--- src/design/acb_pkg.sv ---
// Shared constants, payload types and arithmetic helpers of the color blend pipeline.
`timescale 1ns / 1ps

package acb_pkg;

  // Channel format: CH_BITS fraction bits, all ones means 1.0.
  localparam int CH_BITS    = 12;
  localparam int CH_MAX     = (1 << CH_BITS) - 1;
  localparam int CH_ONE     = 1 << CH_BITS;
  localparam int HALF_TURN  = CH_ONE / 2;
  localparam int RGB_BITS   = 3 * CH_BITS;
  localparam int W_BITS     = CH_BITS + 1;

  // Threshold ratio register, Q12 with 0.4 after reset.
  localparam int RATIO_FRAC  = 12;
  localparam int RATIO_BITS  = RATIO_FRAC + 1;
  localparam logic [RATIO_BITS-1:0] RATIO_RESET = RATIO_BITS'(1638);
  localparam int PROD_BITS   = RATIO_BITS + CH_BITS;

  // Hue with one full circle of offset on either side stays unsigned.
  localparam int HW_BITS    = CH_BITS + 2;
  localparam int LERP_BITS  = 2 * CH_BITS + 2;
  localparam int HACC_BITS  = HW_BITS + W_BITS + 1;

  // Scaling by 1 - s * frac: the divisor is full scale of s times full scale of frac.
  localparam longint unsigned DEN = longint'(CH_MAX) * longint'(CH_ONE);
  localparam int M_BITS     = 2 * CH_BITS;
  localparam int NUM_BITS   = CH_BITS + M_BITS;
  localparam int Y_BITS     = NUM_BITS + 1 - CH_BITS;
  localparam int Q_BITS     = Y_BITS - CH_BITS;
  localparam int H6_BITS    = CH_BITS + 3;

  // Hue sector of the six-sector conversion.
  typedef enum logic [2:0] {
    SECT_RED_YEL = 3'd0,
    SECT_YEL_GRN = 3'd1,
    SECT_GRN_CYN = 3'd2,
    SECT_CYN_BLU = 3'd3,
    SECT_BLU_MAG = 3'd4,
    SECT_MAG_RED = 3'd5
  } sector_e;

  typedef struct packed {
    logic [CH_BITS-1:0] r;
    logic [CH_BITS-1:0] g;
    logic [CH_BITS-1:0] b;
  } rgb_t;

  // After the front stage: clamped weight, unwrapped hues, ratio products.
  typedef struct packed {
    rgb_t                           a_rgb;
    rgb_t                           b_rgb;
    logic [CH_BITS-1:0]             a_sat;
    logic [CH_BITS-1:0]             b_sat;
    logic [CH_BITS-1:0]             a_val;
    logic [CH_BITS-1:0]             b_val;
    logic [HW_BITS-1:0]             ha;
    logic [HW_BITS-1:0]             hb;
    logic [W_BITS-1:0]              w;
    logic [3:0][CH_BITS-1:0]        rat_x;
    logic [3:0][PROD_BITS-1:0]      rat_p;
  } s1_t;

  // After the blend stage.
  typedef struct packed {
    rgb_t               rgb;
    logic [CH_BITS-1:0] h;
    logic [CH_BITS-1:0] s;
    logic [CH_BITS-1:0] v;
    logic               use_hsv;
  } s2_t;

  // After sector split: the three scale factors of p, q and t.
  typedef struct packed {
    rgb_t              rgb;
    logic [CH_BITS-1:0] v;
    sector_e           sector;
    logic [M_BITS-1:0] m_p;
    logic [M_BITS-1:0] m_q;
    logic [M_BITS-1:0] m_t;
    logic              use_hsv;
  } s3_t;

  // After the value multiply.
  typedef struct packed {
    rgb_t                rgb;
    logic [CH_BITS-1:0]  v;
    sector_e             sector;
    logic [NUM_BITS-1:0] num_p;
    logic [NUM_BITS-1:0] num_q;
    logic [NUM_BITS-1:0] num_t;
    logic                use_hsv;
  } s4_t;

  // Saturate a value with two guard bits to the channel range.
  function automatic logic [CH_BITS-1:0] sat_ch(input logic [CH_BITS+1:0] v);
    if (v > (CH_BITS+2)'(CH_MAX)) begin
      return CH_BITS'(CH_MAX);
    end
    return v[CH_BITS-1:0];
  endfunction

  // Weighted blend a*w + b*(1-w), rounded half up and saturated.
  function automatic logic [CH_BITS-1:0] lerp_ch(input logic [CH_BITS-1:0] a,
                                                 input logic [CH_BITS-1:0] b,
                                                 input logic [W_BITS-1:0]  w);
    logic [LERP_BITS-1:0] acc;
    acc = LERP_BITS'(a) * LERP_BITS'(w)
        + LERP_BITS'(b) * LERP_BITS'(W_BITS'(CH_ONE) - w)
        + LERP_BITS'(HALF_TURN);
    return sat_ch(acc[LERP_BITS-1:CH_BITS]);
  endfunction

  // Hue blend; the result wraps modulo one full circle.
  function automatic logic [CH_BITS-1:0] lerp_hue(input logic [HW_BITS-1:0] ha,
                                                  input logic [HW_BITS-1:0] hb,
                                                  input logic [W_BITS-1:0]  w);
    logic [HACC_BITS-1:0] acc;
    acc = HACC_BITS'(ha) * HACC_BITS'(w)
        + HACC_BITS'(hb) * HACC_BITS'(W_BITS'(CH_ONE) - w)
        + HACC_BITS'(HALF_TURN);
    return acc[CH_BITS +: CH_BITS];
  endfunction

  // Rounded division by DEN: shift out the power of two, then divide by CH_MAX
  // as a shift with a remainder correction, since CH_MAX is one below CH_ONE.
  function automatic logic [CH_BITS-1:0] div_den(input logic [NUM_BITS-1:0] num);
    logic [NUM_BITS:0]   x;
    logic [Y_BITS-1:0]   y;
    logic [Q_BITS:0]     q;
    logic [CH_BITS+1:0]  r;
    x = {1'b0, num} + (NUM_BITS+1)'(DEN / 2);
    y = x[NUM_BITS:CH_BITS];
    q = (Q_BITS+1)'(y[Y_BITS-1:CH_BITS]);
    r = (CH_BITS+2)'(y[CH_BITS-1:0]) + (CH_BITS+2)'(y[Y_BITS-1:CH_BITS]);
    if (r >= (CH_BITS+2)'(CH_MAX)) begin
      r = r - (CH_BITS+2)'(CH_MAX);
      q = q + (Q_BITS+1)'(1);
    end
    if (r >= (CH_BITS+2)'(CH_MAX)) begin
      q = q + (Q_BITS+1)'(1);
    end
    if (q > (Q_BITS+1)'(CH_MAX)) begin
      return CH_BITS'(CH_MAX);
    end
    return q[CH_BITS-1:0];
  endfunction

endpackage

--- src/design/acb_hsv_scale.sv ---
// Multiply stage: value times each of the three scale factors.
`timescale 1ns / 1ps

module acb_hsv_scale (
  input  logic         clk_i,
  input  logic         rst_ni,
  input  logic         valid_i,
  output logic         ready_o,
  input  acb_pkg::s3_t data_i,
  output logic         valid_o,
  input  logic         ready_i,
  output acb_pkg::s4_t data_o
);

  logic         valid_q;
  acb_pkg::s4_t data_q;
  acb_pkg::s4_t data_d;

  assign ready_o = !valid_q || ready_i;
  assign valid_o = valid_q;
  assign data_o  = data_q;

  // Three parallel value products, divided by DEN in the output stage.
  always_comb begin
    data_d.rgb     = data_i.rgb;
    data_d.v       = data_i.v;
    data_d.sector  = data_i.sector;
    data_d.num_p   = acb_pkg::NUM_BITS'(data_i.v) * acb_pkg::NUM_BITS'(data_i.m_p);
    data_d.num_q   = acb_pkg::NUM_BITS'(data_i.v) * acb_pkg::NUM_BITS'(data_i.m_q);
    data_d.num_t   = acb_pkg::NUM_BITS'(data_i.v) * acb_pkg::NUM_BITS'(data_i.m_t);
    data_d.use_hsv = data_i.use_hsv;
  end

  // Stage valid bit.
  always_ff @(posedge clk_i or negedge rst_ni) begin
    if (!rst_ni) begin
      valid_q <= 1'b0;
    end else if (ready_o) begin
      valid_q <= valid_i;
    end
  end

  // Stage payload.
  always_ff @(posedge clk_i) begin
    if (ready_o && valid_i) begin
      data_q <= data_d;
    end
  end

endmodule
--- config.mk ---
export PLATFORM = sky130hd
export DESIGN_NAME = acb_hsv_scale
export DESIGN_NICKNAME = d
export VERILOG_FILES = /design/src/design/acb_pkg.sv /design/src/design/acb_hsv_scale.sv
export SDC_FILE = /design/constraint.sdc
export NUM_CORES = 2
export LEC_CHECK = 0
export BUFFER_PORTS_ARGS = -buffer_cell sky130_fd_sc_hd__buf_2
export CORE_UTILIZATION = 36
export CTS_BUF_LIST = sky130_fd_sc_hd__clkbuf_4
export CTS_CLUSTER_DIAMETER = 50
export CTS_CLUSTER_SIZE = 28
export DETAILED_ROUTE_END_ITERATION = 8
export SYNTH_ARGS = -nofsm -noshare
export SYNTH_HDL_FRONTEND = slang
export SYNTH_SLANG_ARGS = --single-unit
--- constraint.sdc ---
create_clock -name clk_i -period 9.6 [get_ports clk_i]
set_input_delay 0.96 -clock clk_i [delete_from_list [all_inputs] [get_ports clk_i]]
set_output_delay 0.96 -clock clk_i [all_outputs]
set_load 0.03 [all_outputs]
==> flow_metrics.env <==
export IMPL_outcome="complete, no violations"
export IMPL_relSlewSlack_pct=24.5
export IMPL_cts_setup_buffers=0
export IMPL_gr_usage_met3_pct=4.00
export IMPL_route_vias_total=22948
export IMPL_finalHoldViolCount=0
export IMPL_root_buffer="clkbuf_4"
export IMPL_final_cell_mix="inv_1 (793), nand2_1 (673), fa_1 (660)"
export IMPL_criticalPathCategory="primary input to flop"
export IMPL_clk_pin_slew_ns=0.19
export IMPL_die_area_sq_um=89900
export IMPL_synth_seq_area_share_pct=15.1
export IMPL_grt_max_degree=63
export IMPL_cts_resized=0
export IMPL_multi_input_area_sq_um=23400
export IMPL_path_max_fanout=49
export IMPL_final_antenna_net_count=0
export IMPL_grt_first_pass_wirelength_microns=130000
export IMPL_port_buffers=289
export IMPL_finClkSkew_ns=0.0235
export IMPL_ys_flop_type="edfxtp_1"
export IMPL_io_pins=290
export IMPL_max_slew_worst_pin_slew_ns=1.13
export IMPL_fin_setup_tns_ns=0
export IMPL_synth_cell_area_sq_um=31900
export IMPL_synth_cells=3443
export IMPL_hold_buffers=1
export IMPL_synth_cell_types=62
export IMPL_seqCellArea_sq_um=4830
export IMPL_grt_pass1_vias=24354
export IMPL_synth_top_cell_area_share_pct=41.4
export IMPL_cts_inserted_buffers=17
export IMPL_ys_ff_latch=161
export IMPL_grt_busiest_layer="met2"
export IMPL_num_rows=108
export IMPL_syn_num_nets=4453
export IMPL_core_sq_um=87300
export IMPL_syn2layout_area_growth_pct=8.20
export IMPL_overflow=0
export IMPL_use_met1_pct=24.5
export IMPL_die_x_microns=300
export IMPL_period_needed_ns=6.62
export IMPL_vias_per_cell=4.83
export IMPL_drc=0
export IMPL_drt_pass1_iterations=5
export IMPL_final_common_cell="inv_1"
export IMPL_antenna_found_initial=26
export IMPL_cts_max_path_buffers=2
export IMPL_grt_setup_unrepaired="no"
export IMPL_fill_cells=8850
export IMPL_start_util_pct=36.6
export IMPL_synth_edf_count=160
export IMPL_hold_path_class="primary input to flop"
export IMPL_track_usage_pct=18.4
export IMPL_die_h_microns=300
export IMPL_gp_congestion=0.846
export IMPL_clkSinkCount=161
export IMPL_use_met2_pct=30.8
export IMPL_async_flop_share_pct=0.621
export IMPL_wire_per_inst_microns=16.6
export IMPL_htree_levels=4
export IMPL_yosys_area_top_type="fa_1"
export IMPL_routed_wl_microns=78900
export IMPL_period_share_pct=69.0
export IMPL_dp_hpwl_microns=62100
export IMPL_cp_required_ns=10.19
export IMPL_cp_end_kind="flop"
export IMPL_yosysWarningCount=0
export IMPL_synth_area_leaders="fa_1 (41%), edfxtp_1 (15%), inv_1 (9.3%)"
export IMPL_maxCapViolations=0
export IMPL_drtIter0Drc=1131
export IMPL_setup_viol=0
export IMPL_start_kind="primary input"
export IMPL_layout_drive_gt1_share_pct=10.1
export IMPL_clock_fmax_mhz=151
export IMPL_cts_tree="built"
export IMPL_clk_latency_ns=0.80
export IMPL_synth_avg_cell_area_sq_um=9.28
export IMPL_slew_violations=0
export IMPL_cp_arrival_ns=7.21
export IMPL_final_nets=4590
[critical path: stages]
cell and delay, ns:
buf_2 0.77, buf_4 0.44, nand2_1 0.13, fa_1 0.58, fa_1 0.46, fa_1 0.55, inv_1 0.05, fa_1 0.48
inv_1 0.05, fa_1 0.48, inv_1 0.04, ha_1 0.33, nand2_1 0.06, o21ai_0 0.31, o2111ai_2 0.27, a211oi_2 0.39
nor2b_2 0.11, o21ai_2 0.22, a31o_1 0.24, o21ai_2 0.08, xnor2_1 0.12
[path summary, 6_finish.rpt]
check | startpoint | endpoint | slack [ns] | depth (start not counted)
max in group asynchronous | rst_ni | valid_o | 9.06 | 2
worst min-delay path | data_i[118] | data_o[154] | 0.32 | 1
worst max-delay path | data_i[79] | data_o[108] | 2.98 | 21
worst max register to register | valid_o | data_o[24] | 7.18 | 3
worst min register to register | valid_o | valid_o | 0.55 | 2
min in group asynchronous | rst_ni | valid_o | 0.46 | 2
[metal layers]
metal  up-vias  routed length [microns]
li1      10485                        -
met1     11801                    35100
met2       533                    37900
met3        99                     4410
met4        30                     1360
met5         -                      173
[synthesized netlist by cell type (all sizes together), types with 4 or more instances]
cell type,n
nor3,8
a211oi,11
ha,222
clkbuf,186
xnor2,56
o21ai,46
nor2b,12
o21a,4
o2111ai,4
fa,660
a31oi,7
xor2,31
nand4,12
a31o,6
a211o,4
a311oi,6
o21bai,7
edfxtp,160
and3,15
inv,793
nor2,57
nand3,27
nand2,673
nand2b,10
a21o,54
a21oi,82
or3,5
and2,250
[through the flow]
stage               cell area (sq um)  setup slack [ns]  utilization [%]  hold WS, ns  instances
detailed placement              34200              2.15             39.2        0.521       4715
finish                          34600              2.98             39.6        0.323       4754
global placement                34200              2.21             39.2        0.512       4715
CTS                             34500              3.14             39.6        0.177       4748
global route                    34600              2.73             39.6        0.268       4751
floorplan                       31900              3.23                -        0.664       3443
[registers in the layout (all words and copies together) (netlist names)]
| signal | cells |
|---|---|
| valid_o | 1 |
| data_o | 160 |
[layout make-up]
class / instances / area share, %
multi-input cells: 2302 / 67.8
flip-flops and latches: 161 / 14.0
inverters: 793 / 8.61
repair buffers: 305 / 4.54
well taps: 1155 / 4.18
clock inverters: 15 / 0.492
clock buffers: 17 / 0.369
diodes: 6 / 0.0434
[kinds of logic (layout without fill, tap and decap cells)]
| kind of cell | Yosys count | in the layout | synth area share [%] |
|---|---|---|---|
| other cells | 0 | 6 | 0 |
| simple gates | 1074 | 1074 | 15.2 |
| buf+inv | 980 | 1130 | 11.5 |
| fa+ha+maj | 882 | 882 | 50.1 |
| compound gates | 257 | 257 | 5.61 |
| mux | 2 | 2 | 0.0705 |
| xor+xnor | 87 | 87 | 2.39 |
| flops | 161 | 161 | 15.1 |
Power is left out: the tool's default activity adds up to more than one toggle a clock period on the data nets, which glitch-free logic cannot reach.
