--- src/design/acb_pkg.sv ---
// Shared constants, payload types and arithmetic helpers of the color blend pipeline.
`timescale 1ns / 1ps

package acb_pkg;

  // Channel format: CH_BITS fraction bits, all ones means 1.0.
  localparam int CH_BITS    = 12;
  localparam int CH_MAX     = (1 << CH_BITS) - 1;
  localparam int CH_ONE     = 1 << CH_BITS;
  localparam int HALF_TURN  = CH_ONE / 2;
  localparam int RGB_BITS   = 3 * CH_BITS;
  localparam int W_BITS     = CH_BITS + 1;

  // Threshold ratio register, Q12 with 0.4 after reset.
  localparam int RATIO_FRAC  = 12;
  localparam int RATIO_BITS  = RATIO_FRAC + 1;
  localparam logic [RATIO_BITS-1:0] RATIO_RESET = RATIO_BITS'(1638);
  localparam int PROD_BITS   = RATIO_BITS + CH_BITS;

  // Hue with one full circle of offset on either side stays unsigned.
  localparam int HW_BITS    = CH_BITS + 2;
  localparam int LERP_BITS  = 2 * CH_BITS + 2;
  localparam int HACC_BITS  = HW_BITS + W_BITS + 1;

  // Scaling by 1 - s * frac: the divisor is full scale of s times full scale of frac.
  localparam longint unsigned DEN = longint'(CH_MAX) * longint'(CH_ONE);
  localparam int M_BITS     = 2 * CH_BITS;
  localparam int NUM_BITS   = CH_BITS + M_BITS;
  localparam int Y_BITS     = NUM_BITS + 1 - CH_BITS;
  localparam int Q_BITS     = Y_BITS - CH_BITS;
  localparam int H6_BITS    = CH_BITS + 3;

  // Hue sector of the six-sector conversion.
  typedef enum logic [2:0] {
    SECT_RED_YEL = 3'd0,
    SECT_YEL_GRN = 3'd1,
    SECT_GRN_CYN = 3'd2,
    SECT_CYN_BLU = 3'd3,
    SECT_BLU_MAG = 3'd4,
    SECT_MAG_RED = 3'd5
  } sector_e;

  typedef struct packed {
    logic [CH_BITS-1:0] r;
    logic [CH_BITS-1:0] g;
    logic [CH_BITS-1:0] b;
  } rgb_t;

  // After the front stage: clamped weight, unwrapped hues, ratio products.
  typedef struct packed {
    rgb_t                           a_rgb;
    rgb_t                           b_rgb;
    logic [CH_BITS-1:0]             a_sat;
    logic [CH_BITS-1:0]             b_sat;
    logic [CH_BITS-1:0]             a_val;
    logic [CH_BITS-1:0]             b_val;
    logic [HW_BITS-1:0]             ha;
    logic [HW_BITS-1:0]             hb;
    logic [W_BITS-1:0]              w;
    logic [3:0][CH_BITS-1:0]        rat_x;
    logic [3:0][PROD_BITS-1:0]      rat_p;
  } s1_t;

  // After the blend stage.
  typedef struct packed {
    rgb_t               rgb;
    logic [CH_BITS-1:0] h;
    logic [CH_BITS-1:0] s;
    logic [CH_BITS-1:0] v;
    logic               use_hsv;
  } s2_t;

  // After sector split: the three scale factors of p, q and t.
  typedef struct packed {
    rgb_t              rgb;
    logic [CH_BITS-1:0] v;
    sector_e           sector;
    logic [M_BITS-1:0] m_p;
    logic [M_BITS-1:0] m_q;
    logic [M_BITS-1:0] m_t;
    logic              use_hsv;
  } s3_t;

  // After the value multiply.
  typedef struct packed {
    rgb_t                rgb;
    logic [CH_BITS-1:0]  v;
    sector_e             sector;
    logic [NUM_BITS-1:0] num_p;
    logic [NUM_BITS-1:0] num_q;
    logic [NUM_BITS-1:0] num_t;
    logic                use_hsv;
  } s4_t;

  // Saturate a value with two guard bits to the channel range.
  function automatic logic [CH_BITS-1:0] sat_ch(input logic [CH_BITS+1:0] v);
    if (v > (CH_BITS+2)'(CH_MAX)) begin
      return CH_BITS'(CH_MAX);
    end
    return v[CH_BITS-1:0];
  endfunction

  // Weighted blend a*w + b*(1-w), rounded half up and saturated.
  function automatic logic [CH_BITS-1:0] lerp_ch(input logic [CH_BITS-1:0] a,
                                                 input logic [CH_BITS-1:0] b,
                                                 input logic [W_BITS-1:0]  w);
    logic [LERP_BITS-1:0] acc;
    acc = LERP_BITS'(a) * LERP_BITS'(w)
        + LERP_BITS'(b) * LERP_BITS'(W_BITS'(CH_ONE) - w)
        + LERP_BITS'(HALF_TURN);
    return sat_ch(acc[LERP_BITS-1:CH_BITS]);
  endfunction

  // Hue blend; the result wraps modulo one full circle.
  function automatic logic [CH_BITS-1:0] lerp_hue(input logic [HW_BITS-1:0] ha,
                                                  input logic [HW_BITS-1:0] hb,
                                                  input logic [W_BITS-1:0]  w);
    logic [HACC_BITS-1:0] acc;
    acc = HACC_BITS'(ha) * HACC_BITS'(w)
        + HACC_BITS'(hb) * HACC_BITS'(W_BITS'(CH_ONE) - w)
        + HACC_BITS'(HALF_TURN);
    return acc[CH_BITS +: CH_BITS];
  endfunction

  // Rounded division by DEN: shift out the power of two, then divide by CH_MAX
  // as a shift with a remainder correction, since CH_MAX is one below CH_ONE.
  function automatic logic [CH_BITS-1:0] div_den(input logic [NUM_BITS-1:0] num);
    logic [NUM_BITS:0]   x;
    logic [Y_BITS-1:0]   y;
    logic [Q_BITS:0]     q;
    logic [CH_BITS+1:0]  r;
    x = {1'b0, num} + (NUM_BITS+1)'(DEN / 2);
    y = x[NUM_BITS:CH_BITS];
    q = (Q_BITS+1)'(y[Y_BITS-1:CH_BITS]);
    r = (CH_BITS+2)'(y[CH_BITS-1:0]) + (CH_BITS+2)'(y[Y_BITS-1:CH_BITS]);
    if (r >= (CH_BITS+2)'(CH_MAX)) begin
      r = r - (CH_BITS+2)'(CH_MAX);
      q = q + (Q_BITS+1)'(1);
    end
    if (r >= (CH_BITS+2)'(CH_MAX)) begin
      q = q + (Q_BITS+1)'(1);
    end
    if (q > (Q_BITS+1)'(CH_MAX)) begin
      return CH_BITS'(CH_MAX);
    end
    return q[CH_BITS-1:0];
  endfunction

endpackage

--- src/design/acb_lerp.sv ---
// Blend stage: ratio decision and the weighted blends of RGB, hue, saturation and value.
`timescale 1ns / 1ps

module acb_lerp (
  input  logic         clk_i,
  input  logic         rst_ni,
  input  logic         valid_i,
  output logic         ready_o,
  input  acb_pkg::s1_t data_i,
  output logic         valid_o,
  input  logic         ready_i,
  output acb_pkg::s2_t data_o
);

  logic         valid_q;
  acb_pkg::s2_t data_q;
  acb_pkg::s2_t data_d;
  logic [3:0]   below;

  assign ready_o = !valid_q || ready_i;
  assign valid_o = valid_q;
  assign data_o  = data_q;

  // A mismatch in value or saturation in either direction selects RGB blending.
  always_comb begin
    for (int i = 0; i < 4; i++) begin
      below[i] = acb_pkg::PROD_BITS'({data_i.rat_x[i], {acb_pkg::RATIO_FRAC{1'b0}}})
               < data_i.rat_p[i];
    end
  end

  // Blend every channel; the later stages pick RGB or HSV.
  always_comb begin
    data_d.rgb.r   = acb_pkg::lerp_ch(data_i.a_rgb.r, data_i.b_rgb.r, data_i.w);
    data_d.rgb.g   = acb_pkg::lerp_ch(data_i.a_rgb.g, data_i.b_rgb.g, data_i.w);
    data_d.rgb.b   = acb_pkg::lerp_ch(data_i.a_rgb.b, data_i.b_rgb.b, data_i.w);
    data_d.h       = acb_pkg::lerp_hue(data_i.ha, data_i.hb, data_i.w);
    data_d.s       = acb_pkg::lerp_ch(data_i.a_sat, data_i.b_sat, data_i.w);
    data_d.v       = acb_pkg::lerp_ch(data_i.a_val, data_i.b_val, data_i.w);
    data_d.use_hsv = ~|below;
  end

  // Stage valid bit.
  always_ff @(posedge clk_i or negedge rst_ni) begin
    if (!rst_ni) begin
      valid_q <= 1'b0;
    end else if (ready_o) begin
      valid_q <= valid_i;
    end
  end

  // Stage payload.
  always_ff @(posedge clk_i) begin
    if (ready_o && valid_i) begin
      data_q <= data_d;
    end
  end

endmodule

--- config.mk ---
export PLATFORM = sky130hd
export DESIGN_NAME = acb_lerp
export DESIGN_NICKNAME = d
export VERILOG_FILES = /design/src/design/acb_pkg.sv /design/src/design/acb_lerp.sv
export SDC_FILE = /design/constraint.sdc
export NUM_CORES = 2
export LEC_CHECK = 0
export BUFFER_PORTS_ARGS = -buffer_cell sky130_fd_sc_hd__buf_2
export CAP_MARGIN = 20
export CORE_UTILIZATION = 28
export CTS_BUF_LIST = sky130_fd_sc_hd__clkbuf_4
export DETAILED_ROUTE_END_ITERATION = 12
export GPL_TIMING_DRIVEN = 0
export PLACE_DENSITY = 0.42
export RECOVER_POWER = 50
export SLEW_MARGIN = 20
export SYNTH_ARGS = -nofsm -noshare
export SYNTH_HDL_FRONTEND = slang
export SYNTH_SLANG_ARGS = --single-unit
--- constraint.sdc ---
create_clock -name clk_i -period 2.7 [get_ports clk_i]
set_input_delay 0.81 -clock clk_i [delete_from_list [all_inputs] [get_ports clk_i]]
set_output_delay 0.81 -clock clk_i [all_outputs]
set_load 0.005 [all_outputs]
==> flow_metrics.env <==
export IMPL_wl_per_cell_um=25.31
export IMPL_clock_path_buffers=2
export IMPL_synth_cell_type_count=70
export IMPL_vias=54930
export IMPL_yosysTopAreaCellShare=0.5152
export IMPL_grt_pass1_vias=59450
export IMPL_end_kind="flop"
export IMPL_core_mm2=0.2567
export IMPL_drive_gt1_frac=0.1140
export IMPL_violations="design-rule violations, negative setup slack"
export IMPL_yosysTopAreaCell="fa_1"
export IMPL_hold_start="valid_i"
export IMPL_outcome="complete, but fails checks"
export IMPL_root_buffer="clkbuf_4"
export IMPL_hold_class="input pin to flop"
export IMPL_finClkSkew_ns=0.05051
export IMPL_crit_fanout=5
export IMPL_critPathLaunch="data_i[149]"
export IMPL_fin_crit_ns=8.083
export IMPL_period_share=2.994
export IMPL_setup_viol=72
export IMPL_yosys_top_cells_count="inv_1, fa_1, nand2_1, and2_1, ha_1"
export IMPL_async_reset_ff_frac=0.01351
export IMPL_cts_tree="built"
export IMPL_row_count=186
export IMPL_drv_cap=0
export IMPL_relSlewSlack=0.07851
export IMPL_setup_tns_ns=-374.31
export IMPL_synthCells=7946
export IMPL_r2r_start="valid_o$_DFFE_PN0N_"
export IMPL_synth_seq_cells=74
export IMPL_antenna_found_initial=119
export IMPL_htree_levels=3
export IMPL_timing_final_ws_setup_ns=-5.383
export IMPL_max_stage_delay_ns=0.57
export IMPL_drtAntennaViolNets=0
export IMPL_critical_path_arrival_ns=8.72
export IMPL_clk_pin_slew_ns=0.22
export IMPL_critPathSlowestCell="fa_2"
export IMPL_die_h_um=510.1
export IMPL_synth_seq_area_share=0.03068
export IMPL_die_area_mm2=0.2602
export IMPL_yosysMostFrequentCell="inv_1"
export IMPL_syn2layout_area_growth_pct=15.07
export IMPL_postLayoutCellArea_mm2=0.08316
export IMPL_floorplan_initialDensity=0.2816
export IMPL_drt_initial_drc_count=4008
export IMPL_grt_setup_unrepaired="true"
export IMPL_synth_edff_count=73
export IMPL_synth_area_mm2=0.07228
export IMPL_nets=11380
export IMPL_drc=10
export IMPL_grt_overflow=0
export IMPL_tightest_slew_ns=1.382
export IMPL_grt_max_degree=38
export IMPL_grt_first_pass_wirelength_um=434900
export IMPL_critPathRequiredTime_ns=3.33
export IMPL_totalWireLength_um=302700
export IMPL_clkLatencyLatePin_ns=0.86
export IMPL_avgSynthCellArea_um2=9.096
export IMPL_final_util=0.3240
export IMPL_yosysWarnings=0
export IMPL_io_buffers=387
export IMPL_gp_congestion=0.9250
export IMPL_hold_viol=0
export IMPL_die_width_um=510.1
export IMPL_drt_first_pass_iters=12
export IMPL_syn_num_nets=10820
export IMPL_path_class="input pin to flop"
export IMPL_fmax_mhz=123.7
export IMPL_yosys_top_cells_area="fa_1, ha_1, inv_1"
export IMPL_dpl_cell_area_mm2=0.07979
export IMPL_cts_made_buffers=9
export IMPL_io_pins=388
export IMPL_cts_sinks=74
export IMPL_grt_total_usage=0.2385
export IMPL_slew_viol_final=0
export IMPL_start_kind="input pin"
export IMPL_via_per_inst=4.593
export IMPL_dp_hpwl_um=254400
export IMPL_ys_flop_type="edfxtp_1"
## logic make-up after synthesis
logic type	share of synthesized area
DFF	0.03068
AOI/OAI and AO/OA	0.02695
and+or+nand+nor	0.1512
buffers and inverters	0.1371
adders and majority gates	0.6359
xor gates and xnor gates	0.01774
muxes	0.0004328
## layer usage
layer  vias to the layer above  global-route usage  part of all wire
met3                       428             0.04368             0.076
met1                     28510              0.3192              0.42
met4                        36             0.09549             0.050
met5                         -                   0           0.00079
li1                      23870                   -                 -
met2                      2089              0.3794              0.45
## what timing repair did
item	CTS	global route
gates cloned	13	0
buffers inserted	102	27
hold buffers	1	0
setup endpoints to repair	72	72
resized for setup	364	126
endpoints found under the hold margin	1	0
pin swaps	118	81
## registers in the layout, summed over array words and instances, names as in the netlist
name,flops
valid_o,1
data_o,73
## layout by cell type (no fill, tap or decap), types with 15 or more instances in the layout
cell type     n
inv_1      2243
fa_1       1831
nand2_1    1179
and2_1      814
ha_1        674
buf_2       389
clkbuf_1    175
buf_4       105
clkbuf_2     95
xnor2_1      86
edfxtp_1     73
diode_2      61
a21oi_1      58
a21o_1       51
xor2_1       45
clkbuf_4     44
nor2_1       39
nand2b_1     35
o21ai_0      30
fa_2         29
buf_6        28
nor3_1       24
clkbuf_16    23
clkbuf_8     20
inv_2        20
buf_12       19
ha_4         19
buf_16       19
buf_8        16
nand3_1      16
o21a_1       15
and3_1       15
nor2b_1      15
## worst max-delay path: cells and delay by family
kind,cells,cell delay (ns)
buf+inv,12,1.29
simple gates,4,0.86
xor+xnor,1,0.16
compound gates,7,1.69
fa+ha+maj,9,3.86
## through the flow
step	std cells	hold WS, ns	worst slack (ns)
finish	11960	0.1840	-5.383
global route	11920	0.1394	-5.517
CTS	11880	0.1169	-5.479
detailed placement	11750	0.5189	-8.904
global placement	11720	0.4928	-9.845
floorplan	7946	0.5144	-5.559
## worst paths after layout
check                           slack [ns]                        to  depth (start not counted)
worst min-delay path                  0.18       valid_o$_DFFE_PN0N_                          2
worst max register to register        0.23  data_o[15]$_SDFFCE_PN1P_                          3
max in group asynchronous             2.35       valid_o$_DFFE_PN0N_                          2
worst max-delay path                 -5.38  data_o[24]$_SDFFCE_PN1P_                         33
worst min register to register        0.55       valid_o$_DFFE_PN0N_                          2
min in group asynchronous             0.27       valid_o$_DFFE_PN0N_                          2
## cell type report
type                       count  area, um^2
clock buffer                  10       75.07
clock inverter                 5       56.30
inverter                    2266        8528
tap                         3384        4234
fill                       27150      173500
multi-input combinational   5235       61450
antenna                       61       152.6
timing repair buffer         558        4008
sequential                    74        2217
buffer                       368        2442
Power is left out: the tool's default activity adds up to more than one toggle a clock period on the data nets, which glitch-free logic cannot reach.
