<file path="src/design/acb_pkg.sv">
// Shared constants, payload types and arithmetic helpers of the color blend pipeline.
`timescale 1ns / 1ps

package acb_pkg;

  // Channel format: CH_BITS fraction bits, all ones means 1.0.
  localparam int CH_BITS    = 12;
  localparam int CH_MAX     = (1 << CH_BITS) - 1;
  localparam int CH_ONE     = 1 << CH_BITS;
  localparam int HALF_TURN  = CH_ONE / 2;
  localparam int RGB_BITS   = 3 * CH_BITS;
  localparam int W_BITS     = CH_BITS + 1;

  // Threshold ratio register, Q12 with 0.4 after reset.
  localparam int RATIO_FRAC  = 12;
  localparam int RATIO_BITS  = RATIO_FRAC + 1;
  localparam logic [RATIO_BITS-1:0] RATIO_RESET = RATIO_BITS'(1638);
  localparam int PROD_BITS   = RATIO_BITS + CH_BITS;

  // Hue with one full circle of offset on either side stays unsigned.
  localparam int HW_BITS    = CH_BITS + 2;
  localparam int LERP_BITS  = 2 * CH_BITS + 2;
  localparam int HACC_BITS  = HW_BITS + W_BITS + 1;

  // Scaling by 1 - s * frac: the divisor is full scale of s times full scale of frac.
  localparam longint unsigned DEN = longint'(CH_MAX) * longint'(CH_ONE);
  localparam int M_BITS     = 2 * CH_BITS;
  localparam int NUM_BITS   = CH_BITS + M_BITS;
  localparam int Y_BITS     = NUM_BITS + 1 - CH_BITS;
  localparam int Q_BITS     = Y_BITS - CH_BITS;
  localparam int H6_BITS    = CH_BITS + 3;

  // Hue sector of the six-sector conversion.
  typedef enum logic [2:0] {
    SECT_RED_YEL = 3'd0,
    SECT_YEL_GRN = 3'd1,
    SECT_GRN_CYN = 3'd2,
    SECT_CYN_BLU = 3'd3,
    SECT_BLU_MAG = 3'd4,
    SECT_MAG_RED = 3'd5
  } sector_e;

  typedef struct packed {
    logic [CH_BITS-1:0] r;
    logic [CH_BITS-1:0] g;
    logic [CH_BITS-1:0] b;
  } rgb_t;

  // After the front stage: clamped weight, unwrapped hues, ratio products.
  typedef struct packed {
    rgb_t                           a_rgb;
    rgb_t                           b_rgb;
    logic [CH_BITS-1:0]             a_sat;
    logic [CH_BITS-1:0]             b_sat;
    logic [CH_BITS-1:0]             a_val;
    logic [CH_BITS-1:0]             b_val;
    logic [HW_BITS-1:0]             ha;
    logic [HW_BITS-1:0]             hb;
    logic [W_BITS-1:0]              w;
    logic [3:0][CH_BITS-1:0]        rat_x;
    logic [3:0][PROD_BITS-1:0]      rat_p;
  } s1_t;

  // After the blend stage.
  typedef struct packed {
    rgb_t               rgb;
    logic [CH_BITS-1:0] h;
    logic [CH_BITS-1:0] s;
    logic [CH_BITS-1:0] v;
    logic               use_hsv;
  } s2_t;

  // After sector split: the three scale factors of p, q and t.
  typedef struct packed {
    rgb_t              rgb;
    logic [CH_BITS-1:0] v;
    sector_e           sector;
    logic [M_BITS-1:0] m_p;
    logic [M_BITS-1:0] m_q;
    logic [M_BITS-1:0] m_t;
    logic              use_hsv;
  } s3_t;

  // After the value multiply.
  typedef struct packed {
    rgb_t                rgb;
    logic [CH_BITS-1:0]  v;
    sector_e             sector;
    logic [NUM_BITS-1:0] num_p;
    logic [NUM_BITS-1:0] num_q;
    logic [NUM_BITS-1:0] num_t;
    logic                use_hsv;
  } s4_t;

  // Saturate a value with two guard bits to the channel range.
  function automatic logic [CH_BITS-1:0] sat_ch(input logic [CH_BITS+1:0] v);
    if (v > (CH_BITS+2)'(CH_MAX)) begin
      return CH_BITS'(CH_MAX);
    end
    return v[CH_BITS-1:0];
  endfunction

  // Weighted blend a*w + b*(1-w), rounded half up and saturated.
  function automatic logic [CH_BITS-1:0] lerp_ch(input logic [CH_BITS-1:0] a,
                                                 input logic [CH_BITS-1:0] b,
                                                 input logic [W_BITS-1:0]  w);
    logic [LERP_BITS-1:0] acc;
    acc = LERP_BITS'(a) * LERP_BITS'(w)
        + LERP_BITS'(b) * LERP_BITS'(W_BITS'(CH_ONE) - w)
        + LERP_BITS'(HALF_TURN);
    return sat_ch(acc[LERP_BITS-1:CH_BITS]);
  endfunction

  // Hue blend; the result wraps modulo one full circle.
  function automatic logic [CH_BITS-1:0] lerp_hue(input logic [HW_BITS-1:0] ha,
                                                  input logic [HW_BITS-1:0] hb,
                                                  input logic [W_BITS-1:0]  w);
    logic [HACC_BITS-1:0] acc;
    acc = HACC_BITS'(ha) * HACC_BITS'(w)
        + HACC_BITS'(hb) * HACC_BITS'(W_BITS'(CH_ONE) - w)
        + HACC_BITS'(HALF_TURN);
    return acc[CH_BITS +: CH_BITS];
  endfunction

  // Rounded division by DEN: shift out the power of two, then divide by CH_MAX
  // as a shift with a remainder correction, since CH_MAX is one below CH_ONE.
  function automatic logic [CH_BITS-1:0] div_den(input logic [NUM_BITS-1:0] num);
    logic [NUM_BITS:0]   x;
    logic [Y_BITS-1:0]   y;
    logic [Q_BITS:0]     q;
    logic [CH_BITS+1:0]  r;
    x = {1'b0, num} + (NUM_BITS+1)'(DEN / 2);
    y = x[NUM_BITS:CH_BITS];
    q = (Q_BITS+1)'(y[Y_BITS-1:CH_BITS]);
    r = (CH_BITS+2)'(y[CH_BITS-1:0]) + (CH_BITS+2)'(y[Y_BITS-1:CH_BITS]);
    if (r >= (CH_BITS+2)'(CH_MAX)) begin
      r = r - (CH_BITS+2)'(CH_MAX);
      q = q + (Q_BITS+1)'(1);
    end
    if (r >= (CH_BITS+2)'(CH_MAX)) begin
      q = q + (Q_BITS+1)'(1);
    end
    if (q > (Q_BITS+1)'(CH_MAX)) begin
      return CH_BITS'(CH_MAX);
    end
    return q[CH_BITS-1:0];
  endfunction

endpackage

</file>
<file path="src/design/acb_hsv_prep.sv">
// Sector stage: hue sector, fraction and the three saturation scale factors.
`timescale 1ns / 1ps

module acb_hsv_prep (
  input  logic         clk_i,
  input  logic         rst_ni,
  input  logic         valid_i,
  output logic         ready_o,
  input  acb_pkg::s2_t data_i,
  output logic         valid_o,
  input  logic         ready_i,
  output acb_pkg::s3_t data_o
);

  logic                          valid_q;
  acb_pkg::s3_t                  data_q;
  acb_pkg::s3_t                  data_d;
  logic [acb_pkg::H6_BITS-1:0]   h6;
  logic [acb_pkg::CH_BITS-1:0]   frac;
  logic [acb_pkg::W_BITS-1:0]    frac_inv;
  logic [acb_pkg::M_BITS-1:0]    sf_q;
  logic [acb_pkg::M_BITS-1:0]    sf_t;

  assign ready_o = !valid_q || ready_i;
  assign valid_o = valid_q;
  assign data_o  = data_q;

  // Hue times six splits into the sector number and the position inside it.
  always_comb begin
    h6       = (acb_pkg::H6_BITS'(data_i.h) << 2) + (acb_pkg::H6_BITS'(data_i.h) << 1);
    frac     = h6[acb_pkg::CH_BITS-1:0];
    frac_inv = acb_pkg::W_BITS'(acb_pkg::CH_ONE) - acb_pkg::W_BITS'(frac);
    sf_q     = acb_pkg::M_BITS'(data_i.s) * acb_pkg::M_BITS'(frac);
    sf_t     = acb_pkg::M_BITS'(data_i.s) * acb_pkg::M_BITS'(frac_inv);
  end

  // Scale factors 1 - s, 1 - s*frac and 1 - s*(1-frac), in units of 1/DEN.
  always_comb begin
    data_d.rgb     = data_i.rgb;
    data_d.v       = data_i.v;
    data_d.sector  = acb_pkg::sector_e'(h6[acb_pkg::H6_BITS-1:acb_pkg::CH_BITS]);
    data_d.m_p     = acb_pkg::M_BITS'(acb_pkg::DEN)
                   - (acb_pkg::M_BITS'(data_i.s) << acb_pkg::CH_BITS);
    data_d.m_q     = acb_pkg::M_BITS'(acb_pkg::DEN) - sf_q;
    data_d.m_t     = acb_pkg::M_BITS'(acb_pkg::DEN) - sf_t;
    data_d.use_hsv = data_i.use_hsv;
  end

  // Stage valid bit.
  always_ff @(posedge clk_i or negedge rst_ni) begin
    if (!rst_ni) begin
      valid_q <= 1'b0;
    end else if (ready_o) begin
      valid_q <= valid_i;
    end
  end

  // Stage payload.
  always_ff @(posedge clk_i) begin
    if (ready_o && valid_i) begin
      data_q <= data_d;
    end
  end

endmodule

</file>
<file path="config.mk">
export PLATFORM = sky130hd
export DESIGN_NAME = acb_hsv_prep
export DESIGN_NICKNAME = d
export VERILOG_FILES = /design/src/design/acb_pkg.sv /design/src/design/acb_hsv_prep.sv
export SDC_FILE = /design/constraint.sdc
export NUM_CORES = 1
export LEC_CHECK = 0
export BUFFER_PORTS_ARGS = -buffer_cell sky130_fd_sc_hd__buf_4
export CORE_AREA = 10 10 172 174
export DETAILED_ROUTE_END_ITERATION = 10
export DIE_AREA = 0 0 182 184
export PLACE_DENSITY = 0.84
export SYNTH_ARGS = -nofsm -noshare
export SYNTH_HDL_FRONTEND = slang
export SYNTH_SLANG_ARGS = --single-unit
</file>
<file path="constraint.sdc">
create_clock -name clk_i -period 11.1 [get_ports clk_i]
set_clock_uncertainty 0.2 [all_clocks]
set_input_delay 1.11 -clock clk_i [delete_from_list [all_inputs] [get_ports clk_i]]
set_output_delay 1.11 -clock clk_i [all_outputs]
set_load 0.02 [all_outputs]
</file>
==> flow_metrics.py <==
metrics = {
    "logic_synthesis": {
        "synth_cell_types": 57,
        "synthFlopType": "edfxtp_1",
        "async_reset_ff_frac": 0.009091,
        "synth_warnings": 0,
        "synth_area_leaders": "fa_1 (27%), edfxtp_1 (23%), ha_1 (17%)",
        "synth_cells": 1393,
        "synth_area_sq_um": 14100,
        "synth_edf_count": 109,
        "syn_avg_cell_area_sq_um": 10.12,
        "synth-seq-area-share": 0.2339,
        "synth_top_area_share": 0.2697,
        "synth.ff_latch_count": 110,
        "yosys.area.top_type": "fa_1",
    },
    "grt": {
        "antenna_found_initial": 0,
        "grt_max_degree": 79,
        "grt_overflow_total": 0,
        "grt_pass1_wl_mm": 52.69,
        "gr-usage-all-layers": 0.1904,
        "first_global_vias": 10970,
    },
    "final_layout": {
        "area_growth_pct": 13.89,
        "nNetsFinal": 2006,
        "finalCoreUtilization": 0.6198,
        "drive_gt1_frac": 0.1483,
    },
    "sta": {
        "worst_slack_ns": 1.543,
        "setup_viol": 0,
        "setup_tns_ns": 0,
        "hold_viol": 0,
        "hold_ws_ns": 0.3159,
        "rsz0062_at_grt": "no",
        "slew_violations": 0,
        "period_share": 0.8610,
        "min_period_ns": 9.557,
        "worst_slew_pin_slew_ns": 1.402,
        "max_freq_ghz": 0.1046,
        "relSlewSlack": 0.06203,
    },
    "floorplan": {
        "die_w_microns": 182,
        "dieArea_sq_um": 33490,
        "die_h_microns": 184,
        "start_util": 0.5443,
        "io_pins": 203,
        "coreArea_sq_um": 25910,
        "row_count": 59,
    },
    "clock_tree": {
        "clk_path_buf_depth": 2,
        "ctsHoldBuffers": 0,
        "cts-root-buf": "clkbuf_16",
        "cts_sinks": 110,
        "cts_resized": 0,
        "clk_pin_slew_ns": 0.09,
        "cts_buffers": 9,
        "post-cts-setup-buffers": 0,
        "clk-insertion-delay-late_ns": 0.35,
        "htreeDepth": 3,
        "cts_tree": "built",
    },
    "worst_setup_path": {
        "worstReg2RegStart": "valid_o",
        "crit_top_cell": "fa_1",
        "cp_slowest_stage_delay_ns": 1.12,
        "path_class": "input port to flop",
        "cp_max_fo": 15,
        "required_ns": 11.01,
        "reg2reg_to": "data_o[39]",
        "path_buf_inv": 3,
        "r2r_slack_ns": 8.68,
        "slowest_stage": "a2bb2oi_1",
        "r2r_cells": 3,
        "crit_arrival_ns": 9.47,
        "cp-start-kind": "input port",
        "crit_family": "adder cells",
        "endpoint_kind": "flop",
    },
    "place": {
        "gp_congestion": 0.8424,
        "dp_hpwl_mm": 25.32,
        "port_buffers": 188,
        "dp_slack_ns": 1.277,
    },
    "drt": {
        "route.vias.total": 9989,
        "dr.pass1.iters": 5,
        "route.detailed.drc": 0,
        "drt-vias-per-instance": 5.274,
        "wl_mm": 31.46,
        "ant_nets": 0,
        "drt_iter0_markers": 611,
        "wl_per_cell_microns": 16.61,
    },
    "run_status": {
        "outcome": "complete, no violations",
    },
    "worst_hold_path": {
        "hp-class": "input port to async pin",
    },
    "job": {
        "cap_viol_max_count": 0,
    },
}
## how the worst max path moves through the flow
stage	startpoint	depth (start not counted)	end
after global placement	data_i[25]	28	data_o[24]
after CTS	data_i[25]	27	data_o[24]
after detailed placement	data_i[25]	27	data_o[24]
final	data_i[25]	27	data_o[24]
after floorplan	data_i[25]	28	data_o[24]
after global routing	data_i[25]	28	data_o[24]
## metal layers
layer,routed length [microns],GRT usage,up-vias
met5,0,0,-
met2,15690,0.3359,369
li1,-,-,4606
met3,2446,0.04193,32
met4,338,0.03384,0
met1,12990,0.2366,4982
## metrics by stage
stage                     cells  cell area, sq um
after floorplan            1406             14150
after global placement     1877             15770
after detailed placement   1877             15770
after CTS                  1893             16060
after global routing       1893             16060
final                      1894             16060
## layout make-up
cell class              instances  area (sq um)
fillers                      2052          9851
multi-input cells             911          9350
flip-flops and latches        110          3298
repair buffers                198          1486
inverters                     323          1212
well taps                     335         419.2
clock buffers                  10         229.0
clock inverters                 6         62.56
diodes                          1         2.502
## cells in the mapped netlist (all sizes together) (2+ instances only)
| master | instances |
|---|---|
| a21oi | 41 |
| nand3 | 7 |
| nor3b | 2 |
| o21a | 5 |
| a31oi | 4 |
| or2 | 2 |
| nor2 | 37 |
| o21bai | 3 |
| nor3 | 7 |
| buf | 19 |
| ha | 186 |
| a221oi | 2 |
| o31ai | 3 |
| nand2b | 8 |
| fa | 190 |
| a2111oi | 3 |
| edfxtp | 109 |
| xor2 | 14 |
| o211ai | 3 |
| and3 | 5 |
| and4 | 2 |
| o41ai | 3 |
| xnor2 | 47 |
| nor2b | 6 |
| inv | 323 |
| nor4b | 2 |
| a21o | 17 |
| nand4 | 2 |
| and2 | 163 |
| nand2 | 97 |
| o21ai | 18 |
| o2bb2ai | 2 |
| nor4 | 3 |
| clkbuf | 43 |
## worst reg2reg max path: cells and delay by family (launching register included)
kind,cells,cell delay [ns]
simple gates,2,0.58
buf+inv,1,0.82
flops,1,0.38
## layout by cell type (no fill, tap or decap), drive strengths merged, types with 4 or more instances in the layout
cell type	count
nand3	7
conb	14
and2	163
ha	186
fa	190
o21a	5
and3	5
nand2b	8
inv	327
o21ai	18
clkbuf	10
a21oi	41
nor2	37
a21o	17
nand2	97
a31oi	4
xnor2	47
edfxtp	109
buf	198
xor2	14
nor3	7
nor2b	6
## kinds of logic after synthesis
kind of cell,share of synthesized area
AND/OR/NAND/NOR,0.1326
buffers and inverters,0.1073
multiplexers,0.0007098
adder cells (fa/ha/maj),0.4347
flip-flops,0.2339
AO/OA/AOI/OAI,0.05270
other,0.0002659
XOR/XNOR,0.03788
## registers in the layout (all words and copies together) (netlist names)
signal   cells
data_o     109
valid_o      1
Power is not shown: default switching activity piles up to over one toggle a cycle in this logic, so the estimate is an artifact.
