<file path="config.mk">
export PLATFORM = sky130hd
export DESIGN_NAME = acb_front
export DESIGN_NICKNAME = d
export VERILOG_FILES = /design/src/design/acb_pkg.sv /design/src/design/acb_front.sv
export SDC_FILE = /design/constraint.sdc
export NUM_CORES = 2
export LEC_CHECK = 0
export CAP_MARGIN = 25
export CORE_UTILIZATION = 35
export CTS_CLUSTER_DIAMETER = 120
export CTS_CLUSTER_SIZE = 10
export DETAILED_ROUTE_END_ITERATION = 16
export DONT_BUFFER_PORTS = 1
export SYNTH_ARGS = -nofsm -noshare
export SYNTH_HDL_FRONTEND = slang
export SYNTH_SLANG_ARGS = --single-unit
</file>
<file path="constraint.sdc">
create_clock -name clk_i -period 6.6 [get_ports clk_i]
set_clock_uncertainty 0.05 [all_clocks]
set_input_delay 0.33 -clock clk_i [delete_from_list [all_inputs] [get_ports clk_i]]
set_output_delay 0.33 -clock clk_i [all_outputs]
set_load 0.01 [all_outputs]
</file>
<file path="src/design/acb_pkg.sv">
// Shared constants, payload types and arithmetic helpers of the color blend pipeline.
`timescale 1ns / 1ps

package acb_pkg;

  // Channel format: CH_BITS fraction bits, all ones means 1.0.
  localparam int CH_BITS    = 12;
  localparam int CH_MAX     = (1 << CH_BITS) - 1;
  localparam int CH_ONE     = 1 << CH_BITS;
  localparam int HALF_TURN  = CH_ONE / 2;
  localparam int RGB_BITS   = 3 * CH_BITS;
  localparam int W_BITS     = CH_BITS + 1;

  // Threshold ratio register, Q12 with 0.4 after reset.
  localparam int RATIO_FRAC  = 12;
  localparam int RATIO_BITS  = RATIO_FRAC + 1;
  localparam logic [RATIO_BITS-1:0] RATIO_RESET = RATIO_BITS'(1638);
  localparam int PROD_BITS   = RATIO_BITS + CH_BITS;

  // Hue with one full circle of offset on either side stays unsigned.
  localparam int HW_BITS    = CH_BITS + 2;
  localparam int LERP_BITS  = 2 * CH_BITS + 2;
  localparam int HACC_BITS  = HW_BITS + W_BITS + 1;

  // Scaling by 1 - s * frac: the divisor is full scale of s times full scale of frac.
  localparam longint unsigned DEN = longint'(CH_MAX) * longint'(CH_ONE);
  localparam int M_BITS     = 2 * CH_BITS;
  localparam int NUM_BITS   = CH_BITS + M_BITS;
  localparam int Y_BITS     = NUM_BITS + 1 - CH_BITS;
  localparam int Q_BITS     = Y_BITS - CH_BITS;
  localparam int H6_BITS    = CH_BITS + 3;

  // Hue sector of the six-sector conversion.
  typedef enum logic [2:0] {
    SECT_RED_YEL = 3'd0,
    SECT_YEL_GRN = 3'd1,
    SECT_GRN_CYN = 3'd2,
    SECT_CYN_BLU = 3'd3,
    SECT_BLU_MAG = 3'd4,
    SECT_MAG_RED = 3'd5
  } sector_e;

  typedef struct packed {
    logic [CH_BITS-1:0] r;
    logic [CH_BITS-1:0] g;
    logic [CH_BITS-1:0] b;
  } rgb_t;

  // After the front stage: clamped weight, unwrapped hues, ratio products.
  typedef struct packed {
    rgb_t                           a_rgb;
    rgb_t                           b_rgb;
    logic [CH_BITS-1:0]             a_sat;
    logic [CH_BITS-1:0]             b_sat;
    logic [CH_BITS-1:0]             a_val;
    logic [CH_BITS-1:0]             b_val;
    logic [HW_BITS-1:0]             ha;
    logic [HW_BITS-1:0]             hb;
    logic [W_BITS-1:0]              w;
    logic [3:0][CH_BITS-1:0]        rat_x;
    logic [3:0][PROD_BITS-1:0]      rat_p;
  } s1_t;

  // After the blend stage.
  typedef struct packed {
    rgb_t               rgb;
    logic [CH_BITS-1:0] h;
    logic [CH_BITS-1:0] s;
    logic [CH_BITS-1:0] v;
    logic               use_hsv;
  } s2_t;

  // After sector split: the three scale factors of p, q and t.
  typedef struct packed {
    rgb_t              rgb;
    logic [CH_BITS-1:0] v;
    sector_e           sector;
    logic [M_BITS-1:0] m_p;
    logic [M_BITS-1:0] m_q;
    logic [M_BITS-1:0] m_t;
    logic              use_hsv;
  } s3_t;

  // After the value multiply.
  typedef struct packed {
    rgb_t                rgb;
    logic [CH_BITS-1:0]  v;
    sector_e             sector;
    logic [NUM_BITS-1:0] num_p;
    logic [NUM_BITS-1:0] num_q;
    logic [NUM_BITS-1:0] num_t;
    logic                use_hsv;
  } s4_t;

  // Saturate a value with two guard bits to the channel range.
  function automatic logic [CH_BITS-1:0] sat_ch(input logic [CH_BITS+1:0] v);
    if (v > (CH_BITS+2)'(CH_MAX)) begin
      return CH_BITS'(CH_MAX);
    end
    return v[CH_BITS-1:0];
  endfunction

  // Weighted blend a*w + b*(1-w), rounded half up and saturated.
  function automatic logic [CH_BITS-1:0] lerp_ch(input logic [CH_BITS-1:0] a,
                                                 input logic [CH_BITS-1:0] b,
                                                 input logic [W_BITS-1:0]  w);
    logic [LERP_BITS-1:0] acc;
    acc = LERP_BITS'(a) * LERP_BITS'(w)
        + LERP_BITS'(b) * LERP_BITS'(W_BITS'(CH_ONE) - w)
        + LERP_BITS'(HALF_TURN);
    return sat_ch(acc[LERP_BITS-1:CH_BITS]);
  endfunction

  // Hue blend; the result wraps modulo one full circle.
  function automatic logic [CH_BITS-1:0] lerp_hue(input logic [HW_BITS-1:0] ha,
                                                  input logic [HW_BITS-1:0] hb,
                                                  input logic [W_BITS-1:0]  w);
    logic [HACC_BITS-1:0] acc;
    acc = HACC_BITS'(ha) * HACC_BITS'(w)
        + HACC_BITS'(hb) * HACC_BITS'(W_BITS'(CH_ONE) - w)
        + HACC_BITS'(HALF_TURN);
    return acc[CH_BITS +: CH_BITS];
  endfunction

  // Rounded division by DEN: shift out the power of two, then divide by CH_MAX
  // as a shift with a remainder correction, since CH_MAX is one below CH_ONE.
  function automatic logic [CH_BITS-1:0] div_den(input logic [NUM_BITS-1:0] num);
    logic [NUM_BITS:0]   x;
    logic [Y_BITS-1:0]   y;
    logic [Q_BITS:0]     q;
    logic [CH_BITS+1:0]  r;
    x = {1'b0, num} + (NUM_BITS+1)'(DEN / 2);
    y = x[NUM_BITS:CH_BITS];
    q = (Q_BITS+1)'(y[Y_BITS-1:CH_BITS]);
    r = (CH_BITS+2)'(y[CH_BITS-1:0]) + (CH_BITS+2)'(y[Y_BITS-1:CH_BITS]);
    if (r >= (CH_BITS+2)'(CH_MAX)) begin
      r = r - (CH_BITS+2)'(CH_MAX);
      q = q + (Q_BITS+1)'(1);
    end
    if (r >= (CH_BITS+2)'(CH_MAX)) begin
      q = q + (Q_BITS+1)'(1);
    end
    if (q > (Q_BITS+1)'(CH_MAX)) begin
      return CH_BITS'(CH_MAX);
    end
    return q[CH_BITS-1:0];
  endfunction

endpackage

</file>
<file path="src/design/acb_front.sv">
// Front stage: weight clamp, hue unwrap and the ratio test products.
`timescale 1ns / 1ps

module acb_front (
  input  logic                           clk_i,
  input  logic                           rst_ni,
  input  logic [acb_pkg::RATIO_BITS-1:0] ratio_i,
  input  logic                           valid_i,
  output logic                           ready_o,
  input  logic [acb_pkg::RGB_BITS-1:0]   a_rgb_i,
  input  logic [acb_pkg::CH_BITS-1:0]    a_hue_i,
  input  logic [acb_pkg::CH_BITS-1:0]    a_sat_i,
  input  logic [acb_pkg::CH_BITS-1:0]    a_val_i,
  input  logic [acb_pkg::RGB_BITS-1:0]   b_rgb_i,
  input  logic [acb_pkg::CH_BITS-1:0]    b_hue_i,
  input  logic [acb_pkg::CH_BITS-1:0]    b_sat_i,
  input  logic [acb_pkg::CH_BITS-1:0]    b_val_i,
  input  logic [acb_pkg::W_BITS-1:0]     weight_i,
  output logic                           valid_o,
  input  logic                           ready_i,
  output acb_pkg::s1_t                   data_o
);

  logic         valid_q;
  acb_pkg::s1_t data_q;
  acb_pkg::s1_t data_d;

  assign ready_o = !valid_q || ready_i;
  assign valid_o = valid_q;
  assign data_o  = data_q;

  // Clamp the weight, bring hue a within half a turn of hue b, form ratio products.
  always_comb begin
    data_d       = '0;
    data_d.a_rgb = a_rgb_i;
    data_d.b_rgb = b_rgb_i;
    data_d.a_sat = a_sat_i;
    data_d.b_sat = b_sat_i;
    data_d.a_val = a_val_i;
    data_d.b_val = b_val_i;

    if (weight_i > acb_pkg::W_BITS'(acb_pkg::CH_ONE)) begin
      data_d.w = acb_pkg::W_BITS'(acb_pkg::CH_ONE);
    end else begin
      data_d.w = weight_i;
    end

    data_d.hb = acb_pkg::HW_BITS'(b_hue_i) + acb_pkg::HW_BITS'(acb_pkg::CH_ONE);
    if (a_hue_i > b_hue_i &&
        (a_hue_i - b_hue_i) > acb_pkg::CH_BITS'(acb_pkg::HALF_TURN)) begin
      data_d.ha = acb_pkg::HW_BITS'(a_hue_i);
    end else if (b_hue_i > a_hue_i &&
                 (b_hue_i - a_hue_i) > acb_pkg::CH_BITS'(acb_pkg::HALF_TURN)) begin
      data_d.ha = acb_pkg::HW_BITS'(a_hue_i) + acb_pkg::HW_BITS'(2 * acb_pkg::CH_ONE);
    end else begin
      data_d.ha = acb_pkg::HW_BITS'(a_hue_i) + acb_pkg::HW_BITS'(acb_pkg::CH_ONE);
    end

    // Each test is x < ratio * y, with x compared after the next register.
    data_d.rat_x[0] = a_val_i;
    data_d.rat_p[0] = acb_pkg::PROD_BITS'(ratio_i) * acb_pkg::PROD_BITS'(b_val_i);
    data_d.rat_x[1] = b_val_i;
    data_d.rat_p[1] = acb_pkg::PROD_BITS'(ratio_i) * acb_pkg::PROD_BITS'(a_val_i);
    data_d.rat_x[2] = a_sat_i;
    data_d.rat_p[2] = acb_pkg::PROD_BITS'(ratio_i) * acb_pkg::PROD_BITS'(b_sat_i);
    data_d.rat_x[3] = b_sat_i;
    data_d.rat_p[3] = acb_pkg::PROD_BITS'(ratio_i) * acb_pkg::PROD_BITS'(a_sat_i);
  end

  // Stage valid bit.
  always_ff @(posedge clk_i or negedge rst_ni) begin
    if (!rst_ni) begin
      valid_q <= 1'b0;
    end else if (ready_o) begin
      valid_q <= valid_i;
    end
  end

  // Stage payload.
  always_ff @(posedge clk_i) begin
    if (ready_o && valid_i) begin
      data_q <= data_d;
    end
  end

endmodule

</file>
==> flow_summary.ini <==
[logic_synthesis]
synth_area_leader_cell = sky130_fd_sc_hd__fa_1
synth_top_flop_cell = sky130_fd_sc_hd__edfxtp_1
syn_area_per_cell_sq_um = 10.1
sequential_to_total_area_share_from_yosys_stat_pct = 26.5
synth.ff_latch_count = 260
netlist_area_sq_mm = 0.0294
synth_largest_type_area_fraction_pct = 30.0
post_synth_num_cell_types = 61
synthesis.yosys.warnings = 0
synth.top_cells.by_area = sky130_fd_sc_hd__fa_1 (30%), sky130_fd_sc_hd__edfxtp_1 (26%), sky130_fd_sc_hd__ha_1 (12%), sky130_fd_sc_hd__inv_1 (8.1%), sky130_fd_sc_hd__nand2_1 (5.6%)
synth.net_count = 3813
asyncSetResetFlopFracSynth_pct = 0.385
synth-edff-count = 259
post_synth_inst_count = 2922

[timing]
final_max_slew_viol_count = 0
post_route_minimum_period_ns = 5.36
worst_slew_margin_rel_pct = 36.5
final-setup-viol-count = 0
share_of_the_cycle_needed_by_the_critical_path_after_routing_pct = 81.2
highest_clock_frequency_the_design_can_meet_ghz = 0.187
rsz0062_at_grt = false
worst-slew-pin-transition_ns = 0.952
report.final.hold_viol_count = 0
setup-tns-final_ns = 0

[finish]
layout-drive-gt1-share_pct = 1.62
multiInputGateArea_sq_mm = 0.0184
nets = 3839
syn2layout_area_growth_pct = 10.3
filler_cell_count = 8013
post_layout_utilization_of_the_core_pct = 39.3
sequential_cell_area_sq_mm = 0.00780
most-common-layout-cells = sky130_fd_sc_hd__inv_1 (635), sky130_fd_sc_hd__fa_1 (441), sky130_fd_sc_hd__nand2_1 (439), sky130_fd_sc_hd__ha_1 (276), sky130_fd_sc_hd__edfxtp_1 (259)
layout.cells.most_common = sky130_fd_sc_hd__inv_1
finalInstanceArea_sq_mm = 0.0325

[pwr]
power.density_mw_per_mm2 = 390
p_leak_nw = 15.2
design_power_total_mw = 12.7
ir_drop_uv = 340

[worst_setup_path]
crit_end_element = flop
crit_arrival_ns = 5.67
cpMostUsedCell = sky130_fd_sc_hd__fa_1
worst-endpoint-required_ns = 6.92
critical_path.top_delay_family = adder cells
timing.critical_path.slowest_cell_delay_ns = 0.61
crit_path_cell_trace = and2_1 -> fa_1 -> inv_1 -> fa_1 -> inv_1 -> fa_1 -> fa_1 -> inv_1 -> fa_1 -> inv_1 -> ha_1 -> a21oi_1 -> o21ai_0 -> or2_2 -> o21ai_0 -> a21oi_1 -> o41ai_1 -> o2111ai_1 -> a21oi_1 -> xnor2_1
crit_fanout = 48
start_kind = primary input
cp.buffers_inverters = 4
critical-path-slowest-cell = sky130_fd_sc_hd__o41ai_1
criticalPathCategory = primary input to flop

[floorplan]
die_w_microns = 292
core_area_sq_mm = 0.0826
initial_core_utilization_pct = 35.6
floorplan_die_area_sq_mm = 0.0853
dieHeight_microns = 292
row_count = 105
io_pins = 485

[clocking]
tritoncts_num_sinks = 260
cts_resized = 0
clock_slew_seen_by_the_registers_of_the_worst_setup_and_hold_paths_ns = 0.06
cts_buffers = 31
library_cell_used_as_clock_root_buffer = sky130_fd_sc_hd__clkbuf_16
cts_tree = yes
worstSkewPairLatency_ns = 0.60
cts-root-to-sink-buffers = 3
cts-htree-levels = 1

[routing]
wirelength_microns = 75500
num_vias = 19500
drc_errors = 0
first_pass_iters = 5
detailedRoute.firstIterationViolations = 965
route.detailed.vias_per_inst = 4.83
wire_length_per_cell_microns = 18.7
postRouteAntennaNets = 0

[global_routing]
grt_first_pass_wirelength_microns = 118000
grt_start_max_net_pins = 149
grt_remaining_overflow = 0
vias_in_the_first_global_route = 20400
antenna_violations_before_repair = 10
globalRouteTotalUtil_pct = 17.9

[placed_design]
dp.final_hpwl_microns = 55600
gp_routability_congestion = 0.841
post_dp_cell_area_sq_mm = 0.0300
port_buffers = 0

[flow_run]
drv.max_cap_violation_count = 0

[worst_hold_path]
holdCritPathClass = primary input to flop

[run_status]
run_status = finished clean
-- path summary, 6_finish.rpt --
path                                    endpoint  cells past startpoint           startpoint  slack [ns]
max                         data_o[74]$_DFFE_PP_                     20           ratio_i[5]        1.24
min in group asynchronous    valid_o$_DFFE_PN0N_                      2               rst_ni        0.42
max reg2reg                 data_o[43]$_DFFE_PP_                      3  valid_o$_DFFE_PN0N_        4.13
min reg2reg                data_o[170]$_DFFE_PP_                      2  valid_o$_DFFE_PN0N_        1.13
max in group asynchronous    valid_o$_DFFE_PN0N_                      2               rst_ni        5.98
min                          data_o[1]$_DFFE_PP_                      2           ratio_i[0]        0.08
-- layer usage --
layer | vias up | global-route usage, % | wire length (microns)
li1 | 8972 | - | -
met2 | 576 | 31.3 | 37400
met5 | - | 0 | 0
met3 | 87 | 3.95 | 4930
met1 | 9834 | 22.2 | 31400
met4 | 0 | 4.78 | 1770
-- state kept, by name, summed over array words and instances (netlist names) --
register  count
data_o      259
valid_o       1
-- cell families after synthesis --
family                   after synthesis  synth area share, %
buffers and inverters                807                 10.9
AO/OA/AOI/OAI                        206                 4.58
multiplexers                           1               0.0382
other                                  2               0.0255
AND/OR/NAND/NOR                      848                 13.8
XOR/XNOR                              81                 2.41
flip-flops                           260                 26.5
adder cells (fa/ha/maj)              717                 41.7
-- report_power, final --
part           leakage [nW]  internal [mW]  switching (mW)
Sequential             2.49           2.64           0.331
Combinational          12.3           3.55            4.63
Clock                 0.415          0.859           0.672
Total                  15.2           7.05            5.63
-- cell usage after synthesis (3+ instances only) --
library cell	n
sky130_fd_sc_hd__inv_1	635
sky130_fd_sc_hd__nor2_1	54
sky130_fd_sc_hd__nand3_1	14
sky130_fd_sc_hd__clkbuf_1	121
sky130_fd_sc_hd__o31a_1	4
sky130_fd_sc_hd__xnor2_1	62
sky130_fd_sc_hd__nor4_1	4
sky130_fd_sc_hd__a311oi_1	4
sky130_fd_sc_hd__a21oi_1	63
sky130_fd_sc_hd__xor2_1	19
sky130_fd_sc_hd__nand3b_1	4
sky130_fd_sc_hd__a31oi_1	7
sky130_fd_sc_hd__nor2b_1	27
sky130_fd_sc_hd__edfxtp_1	259
sky130_fd_sc_hd__or3_1	6
sky130_fd_sc_hd__or4_1	5
sky130_fd_sc_hd__o21a_1	12
sky130_fd_sc_hd__o21ai_0	44
sky130_fd_sc_hd__buf_4	50
sky130_fd_sc_hd__and2_1	236
sky130_fd_sc_hd__o22ai_1	3
sky130_fd_sc_hd__nand2b_1	15
sky130_fd_sc_hd__nand4_1	6
sky130_fd_sc_hd__ha_1	276
sky130_fd_sc_hd__and3_1	7
sky130_fd_sc_hd__o41ai_1	3
sky130_fd_sc_hd__o21bai_1	5
sky130_fd_sc_hd__o31ai_1	3
sky130_fd_sc_hd__a211oi_1	7
sky130_fd_sc_hd__a21boi_0	5
sky130_fd_sc_hd__o211ai_1	6
sky130_fd_sc_hd__o2111ai_1	3
sky130_fd_sc_hd__nand2_1	439
sky130_fd_sc_hd__or2_2	3
sky130_fd_sc_hd__nor4b_1	4
sky130_fd_sc_hd__a21o_1	18
sky130_fd_sc_hd__nor3_1	19
sky130_fd_sc_hd__fa_1	441
-- what timing repair did --
action | 4_1_cts | 5_1_grt
endpoints found under the setup margin | 0 | 0
endpoints found under the hold margin | 164 | 0
hold buffers | 163 | 0
buffers inserted | 0 | 0
-- through the flow --
| stage | std cells | setup WS (ns) | hold slack (ns) |
|---|---|---|---|
| after floorplan | 2922 | 0.788 | -0.0156 |
| after global placement | 3822 | 0.696 | -0.0156 |
| after detailed placement | 3822 | 0.659 | -0.0156 |
| after CTS | 4032 | 1.34 | 0.0137 |
| after global routing | 4032 | 0.926 | 0.0580 |
| final | 4033 | 1.24 | 0.0844 |
-- area by class of cell --
cell class                      instances  area share [%]
Multi-Input combinational cell       1855            56.7
Sequential cell                       260            24.0
Inverter                              635            7.34
Timing Repair Buffer                  165            5.11
Tap cell                             1070            4.12
Clock buffer                           43            2.56
Clock inverter                          4          0.0925
Antenna cell                            1         0.00771
No activity file was read; power rests on OpenSTA's default activity.
